--- config.mk ---
export PLATFORM = sky130hd
export DESIGN_NAME = sdq_square_stage
export DESIGN_NICKNAME = d
export VERILOG_FILES = /design/src/hw/rtl/sdq_pkg.sv /design/src/hw/rtl/sdq_square_stage.sv
export SDC_FILE = /design/constraint.sdc
export NUM_CORES = 2
export LEC_CHECK = 0
export CORE_MARGIN = 10
export CORE_UTILIZATION = 30
export DETAILED_ROUTE_END_ITERATION = 7
export DONT_BUFFER_PORTS = 1
export HOLD_SLACK_MARGIN = 0.1
export SYNTH_ARGS = -nofsm -noshare
export SYNTH_HDL_FRONTEND = slang
export SYNTH_SLANG_ARGS = --single-unit
export TNS_END_PERCENT = 1
--- constraint.sdc ---
create_clock -name clk -period 3.4 [get_ports clk]
set_clock_uncertainty 0.1 [all_clocks]
set_input_delay 1.02 -clock clk [delete_from_list [all_inputs] [get_ports clk]]
set_output_delay 1.02 -clock clk [all_outputs]
set_load 0.01 [all_outputs]
--- src/hw/rtl/sdq_pkg.sv ---
`timescale 1ns / 1ps

package sdq_pkg;

    // default sizes
    localparam int CHANNELS_DEFAULT   = 1024;
    localparam int POWER_BITS_DEFAULT = 32;

    // fixed field widths
    localparam int CH_W     = 10;
    localparam int LEVEL_W  = 8;
    localparam int DB_W     = 16;
    localparam int GAIN_W   = 8;
    localparam int MARGIN_W = 15;
    localparam int CFG_W    = 15;
    localparam int IDX_W    = 3;

    // log2 datapath
    localparam int MANT_W      = 32;
    localparam int LOG_FRAC    = 24;
    localparam int SCALE_W     = 30;
    localparam int SCALE_SHIFT = 36;
    localparam int ACC_W       = 18;
    localparam int PROD_W      = ACC_W + GAIN_W + 1;

    // 10*log10(2) in q28
    localparam logic [SCALE_W-1:0] TEN_LOG10_2_Q28 = 30'd808071242;
    // 2^23 minus 96.28 dB in q16, plus half an lsb of q8.8 for rounding
    localparam logic [21:0] DB_BIAS = 22'd2078766;
    // -100 dB in q8.8
    localparam logic signed [DB_W-1:0] ZERO_POWER_DB = -16'sd25600;

    // operation codes
    localparam logic OP_LOAD   = 1'b0;
    localparam logic OP_SAMPLE = 1'b1;

    // register map
    typedef enum logic [IDX_W-1:0] {
        REG_GAIN        = 3'd0,
        REG_MARGIN      = 3'd1,
        REG_RIGHT_FIRST = 3'd2,
        REG_RIGHT_LAST  = 3'd3,
        REG_LEFT_FIRST  = 3'd4,
        REG_LEFT_LAST   = 3'd5
    } sdq_reg_t;

    // register reset values
    localparam logic [GAIN_W-1:0]   GAIN_RESET        = 8'd10;
    localparam logic [MARGIN_W-1:0] MARGIN_RESET      = 15'd768;
    localparam logic [CH_W-1:0]     RIGHT_FIRST_RESET = 10'd103;
    localparam logic [CH_W-1:0]     RIGHT_LAST_RESET  = 10'd512;
    localparam logic [CH_W-1:0]     LEFT_FIRST_RESET  = 10'd564;
    localparam logic [CH_W-1:0]     LEFT_LAST_RESET   = 10'd973;

    // per-item data carried down the pipeline
    typedef struct packed {
        logic                   side;
        logic [CH_W-1:0]        pos;
        logic signed [DB_W-1:0] bg;
        logic                   zero;
    } sdq_tag_t;

endpackage

--- src/hw/rtl/sdq_square_stage.sv ---
`timescale 1ns / 1ps

module sdq_square_stage #(
    parameter int E_W = 6
) (
    input  logic                           clk,
    input  logic                           rst_n,
    input  logic                           up_valid,
    output logic                           up_ready,
    input  sdq_pkg::sdq_tag_t              up_tag,
    input  logic [E_W-1:0]                 up_e,
    input  logic [sdq_pkg::MANT_W-1:0]     up_x,
    input  logic [sdq_pkg::LOG_FRAC-1:0]   up_frac,
    output logic                           dn_valid,
    input  logic                           dn_ready,
    output sdq_pkg::sdq_tag_t              dn_tag,
    output logic [E_W-1:0]                 dn_e,
    output logic [sdq_pkg::MANT_W-1:0]     dn_x,
    output logic [sdq_pkg::LOG_FRAC-1:0]   dn_frac
);

    import sdq_pkg::*;

    logic [2*MANT_W-1:0] sq;
    logic [MANT_W:0]     sq_top;
    logic                frac_bit;
    logic [MANT_W-1:0]   x_next;
    logic [LOG_FRAC-1:0] frac_next;

    logic                valid_reg;
    sdq_tag_t            tag_reg;
    logic [E_W-1:0]      e_reg;
    logic [MANT_W-1:0]   x_reg;
    logic [LOG_FRAC-1:0] frac_reg;

    // square the q1.31 mantissa, one fraction bit falls out per stage
    assign sq        = up_x * up_x;
    assign sq_top    = sq[2*MANT_W-1:MANT_W-1];
    assign frac_bit  = sq_top[MANT_W];
    assign x_next    = frac_bit ? sq_top[MANT_W:1] : sq_top[MANT_W-1:0];
    assign frac_next = {up_frac[LOG_FRAC-2:0], frac_bit};

    assign up_ready = !valid_reg || dn_ready;

    always_ff @(posedge clk or negedge rst_n)
    begin
        if (!rst_n)
        begin
            valid_reg <= 1'b0;
        end
        else if (up_ready)
        begin
            valid_reg <= up_valid;
        end
    end

    always_ff @(posedge clk)
    begin
        if (up_ready && up_valid)
        begin
            tag_reg  <= up_tag;
            e_reg    <= up_e;
            x_reg    <= x_next;
            frac_reg <= frac_next;
        end
    end

    assign dn_valid = valid_reg;
    assign dn_tag   = tag_reg;
    assign dn_e     = e_reg;
    assign dn_x     = x_reg;
    assign dn_frac  = frac_reg;

endmodule

== Word level (Yosys, flattened, before mapping) ==
Index checks and enable logic that the tools add are counted.

* Register bits after elaboration: 91
* Latch bits: 0
* Memory bits (writable): 0
* ROM bits: 0
* Input bits: 94
* Output and inout bits: 92
* Word-level logic and storage cells: 14
* Memories: 0

* $add $sub $neg: 0
* Multiply operators: 1
* Div/mod/pow operators: 0
* Magnitude comparators: 0
* Equality and inequality tests: 0
* Shift operators: 0
* Mux-type cells: 1
* Bitwise logic cells: 0
* Reduce and logical (&&, ||, !) cells: 3

{| class="wikitable"
|+ Operator list
! cell !! count
|-
| $mul 32x32->64 || 1
|-
| $mux 31 || 1
|-
| $logic_and 1x1->1 || 1
|-
| $logic_not 1->1 || 1
|-
| $logic_or 1x1->1 || 1
|}

== Longest topological paths before layout ==
* Depth after elaboration: 3
* Depth in mapped cells: 31
* Mapped depth without buffers: 27

== Worst setup path before layout ==
OpenSTA, ideal clock, no wires.

* Kind: input -> register
* From: input up_x[26] (netlist name)
* To: register x_reg[10], in the netlist dn_x[10] (data pin)
* Setup time: 0.260 ns
* Data arrival time: 8.127 ns
* Required time: 3.040 ns
* Slack: -5.087 ns
* Cell stages on the path: 28
* Path buffers: 4
* Cells stage by stage: clkbuf_1 clkbuf_1 nand2_1 fa_1 fa_1 inv_1 fa_1 inv_1 fa_1 inv_1 fa_1 fa_1 fa_1 inv_1 fa_1 inv_1 ha_1 buf_2 nand4_1 nor4_1 a22oi_1 nand2_1 a221oi_2 a21oi_2 o21ai_4 xor2_4 buf_6 mux2_2

* Longest elaborated chain between the ends: 2

{| class="wikitable"
|+ Ends and longest elaborated chain
! what !! RTL line !! RTL
|-
| start: declaration || sdq_square_stage.sv:12 || <nowiki>input logic [sdq_pkg::MANT_W-1:0] up_x,</nowiki>
|-
| $mul 32x32->64 || sdq_square_stage.sv:37 || <nowiki>assign sq = up_x * up_x;</nowiki>
|-
| $mux 31 || sdq_square_stage.sv:40 || <nowiki>assign x_next = frac_bit ? sq_top[MANT_W:1] : sq_top[MANT_W-1:0];</nowiki>
|-
| net x_next[10] || sdq_square_stage.sv:27 || <nowiki>logic [MANT_W-1:0] x_next;</nowiki>
|-
| end signal: assignment || sdq_square_stage.sv:63 || <nowiki>x_reg <= x_next;</nowiki>
|-
| end: declaration || sdq_square_stage.sv:33 || <nowiki>logic [MANT_W-1:0] x_reg;</nowiki>
|}

The timed path passes the listed nets, and every way through them passes these cells.
A chain may end at the register's enable or synchronous reset.

== Worst setup path in the final report ==
* From: input up_x[24] (netlist name)
* To: register x_reg[7], in the netlist dn_x[7] (data pin)

The elaborated chain is that of the path after synthesis.

==> PnR_summary.wiki <==
{| class="wikitable"
! Metric !! Value
|-
| Reported max-cap violation count || 0
|-
| Final Hold Violating Endpoints || 0
|-
| Post-synthesis instance total || 3271
|-
| Outcome || finished, violations left
|-
| Post-route DRC || 0
|-
| Gp weighted congestion || 0.876
|-
| Post-synthesis to final-layout area growth || 18.1%
|-
| # setup viols final || 33
|-
| Clk slew on worst S/H paths || 0.07 ns
|-
| Ports placed on the boundary || 186
|-
| FILL cells || 10800
|-
| Number of buffers on the longest clock path || 2
|-
| GRT Residual Overflow || 0
|-
| Kind of launch point of the worst setup path || primary input
|-
| Crit path buf inv count || 5
|-
| Die Ht || 348 um
|-
| Detail Placement HPWL || 71600 um
|-
| Largest cells by area after synthesis || sky130_fd_sc_hd__fa_1, sky130_fd_sc_hd__ha_1, sky130_fd_sc_hd__inv_1, sky130_fd_sc_hd__edfxtp_1, sky130_fd_sc_hd__and2_1
|-
| Fraction of final layout cells with drive strength greater than 1 || 0.176
|-
| Number of distinct library cells after synthesis || 57
|-
| CTS tree || yes
|-
| Total Routed Length || 87900 um
|-
| Cell type with the highest aggregate area in the netlist || sky130_fd_sc_hd__fa_1
|-
| Floorplan row count || 120
|-
| Worst-case hold slack || 0.264 ns
|-
| First-pass GRT wire length || 142000 um
|-
| Worst slew margin relative to its limit || 0.601
|-
| Vias per cell || 4.46
|-
| Root buffer cell || sky130_fd_sc_hd__clkbuf_16
|-
| Total count of max-transition violations in the final report || 0
|-
| Cell with the most instances after synthesis || sky130_fd_sc_hd__inv_1
|-
| Antenna violations before repair || 3
|-
| Worst-path fanout max || 29
|-
| Number of buffers added on ports || 0
|-
| Average wire per standard cell || 17.5 um
|-
| Largest delay contributor family on the critical path || adder cells
|-
| Number of nets in the layout || 4811
|-
| Global-route usage over all layers || 0.149
|-
| Count of clock tree sinks || 91
|-
| Pin count of the biggest net entering global routing || 91
|-
| Critical path class || in2reg
|-
| Worst min path class || in2async
|-
| Non-filler instance count after layout || 5036
|-
| Max frequency || 0.126 GHz
|-
| Nets in the synthesized netlist || 4456
|-
| H-tree depth reported by CTS || 3
|-
| Slowest Stage Delay on Critical Path || 0.63 ns
|-
| Primary flip-flop cell chosen by synthesis mapping || sky130_fd_sc_hd__edfxtp_1
|-
| Kind of capture point of the worst setup path || flop
|-
| Setup repair after global routing missed its margin || true
|-
| Period utilisation layout || 2.34
|-
| Sequential element share of the synthesized area || 0.0846
|-
| YS warnings || 0
|-
| Failing checks || negative setup slack
|-
| Share of synthesized registers carrying an async set or reset || 0.0110
|-
| Fin worst setup slack || -4.55 ns
|-
| Clk_lat worst skew || 0.34 ns
|-
| Inserted Clock Buffers || 9
|-
| Placed cell count || 5008
|-
| Cell type of the slowest stage on the worst timing path || sky130_fd_sc_hd__fa_2
|-
| Actual transition at the worst max-transition pin || 0.594 ns
|-
| Post-synth top cells || sky130_fd_sc_hd__inv_1, sky130_fd_sc_hd__fa_1, sky130_fd_sc_hd__ha_1
|-
| Data required time at the worst endpoint || 3.39 ns
|-
| EDFF count, synth || 90
|-
| Final design utilization || 0.356
|-
| Horizontal extent of the die || 348 um
|-
| Core outline area || 107000 sq um
|-
| Overall die area || 121000 sq um
|-
| Cell area after synthesis || 32200 sq um
|-
| Number of iterations in the first detailed-routing pass || 5
|-
| Data arrival time of the critical path || 7.94 ns
|-
| DRT antenna net count || 0
|-
| Post-Synthesis Mean Instance Area || 9.85 sq um
|-
| Final critical-path required period || 7.95 ns
|-
| Post-placement worst setup slack || -5.16 ns
|-
| Cell type with the highest occurrence count on the critical path || sky130_fd_sc_hd__fa_1
|-
| Vias in the first global route || 25800
|-
| Starting density of the core || 0.301
|-
| Number of violations reported at the end of detailed-routing iteration 0 || 1013
|-
| Via count of the routed design || 22500
|-
| Number of register bits inferred by synthesis || 91
|-
| Portion of synthesized cell area occupied by the leading cell type || 0.491
|}
-- worst paths after layout --
| kind | startpoint | to | slack (ns) | cells past startpoint |
|---|---|---|---|---|
| min in group clk | dn_valid$_DFFE_PN0N_ | dn_valid$_DFFE_PN0N_ | 0.59 | 2 |
| min | rst_n | dn_valid$_DFFE_PN0N_ | 0.26 | 0 |
| max | up_x[24] | dn_x[7]$_DFFE_PP_ | -4.55 | 25 |
| min reg2reg | dn_valid$_DFFE_PN0N_ | dn_valid$_DFFE_PN0N_ | 0.59 | 2 |
| max in group asynchronous | rst_n | dn_valid$_DFFE_PN0N_ | 2.87 | 0 |
| max reg2reg | dn_valid$_DFFE_PN0N_ | dn_tag[16]$_DFFE_PP_ | 1.71 | 3 |
-- cell families after synthesis --
group                    share of synthesized area
multiplexers                                0.0107
adder cells (fa/ha/maj)                      0.608
XOR/XNOR                                    0.0223
AO/OA/AOI/OAI                               0.0439
buffers and inverters                        0.128
flip-flops                                  0.0846
AND/OR/NAND/NOR                              0.102
-- timing repair --
action / in CTS / in global routing
gates resized for setup: 36 / 72
endpoints found under the setup margin: 33 / 33
pin swaps: 18 / 58
setup buffers: 1 / 7
hold buffers: 0 / 0
cloned: 0 / 3
-- cells in the final DEF (no fill, tap or decap), drive strengths merged, types with 4 or more instances in the layout --
master / instances
nor3: 8
xnor2: 37
nand3: 13
edfxtp: 90
and3: 7
or2: 6
nand2b: 6
nor2: 61
nand2: 291
a41oi: 4
a31oi: 10
nor4: 4
mux2: 28
xor2: 43
o21bai: 15
and2: 231
o211ai: 6
buf: 461
a221oi: 4
fa: 791
a21o: 36
nor2b: 13
clkbuf: 12
nand4: 21
a21oi: 66
o21ai: 40
a211o: 4
a211oi: 6
a31o: 12
ha: 300
inv: 977
-- per-layer routing --
| metal | GRT usage | vias up | routed length [um] | part of all wire |
|---|---|---|---|---|
| met3 | 0.0226 | 133 | 4500 | 0.051 |
| li1 | - | 10300 | - | - |
| met4 | 0.0353 | 0 | 2640 | 0.030 |
| met5 | 0 | - | 0 | 0 |
| met2 | 0.281 | 467 | 46700 | 0.53 |
| met1 | 0.175 | 11600 | 34100 | 0.39 |
-- through the flow --
step	TNS, ns	instance area (sq um)
detailed placement	-168.41	37100
global placement	-166.23	37100
global route	-154.93	38100
CTS	-147.07	37600
finish	-148.45	38100
floorplan	-195.06	32900
-- registers in the layout (all words and copies together), names as in the netlist --
signal	cells
dn_frac	24
dn_tag	28
dn_e	6
dn_x	32
dn_valid	1
-- final cells by class --
type | count | area [sq um] | area share
repair buffers | 463 | 3580 | 0.0941
clock inverters | 6 | 72.6 | 0.00191
clock buffers | 10 | 229 | 0.00602
diodes | 2 | 5.00 | 0.000131
multi-input cells | 2085 | 26000 | 0.684
flip-flops and latches | 91 | 2730 | 0.0717
inverters | 976 | 3670 | 0.0965
well taps | 1403 | 1760 | 0.0461
Power is left out: the tool's default activity adds up to more than one toggle a clock period on the data nets, which glitch-free logic cannot reach.
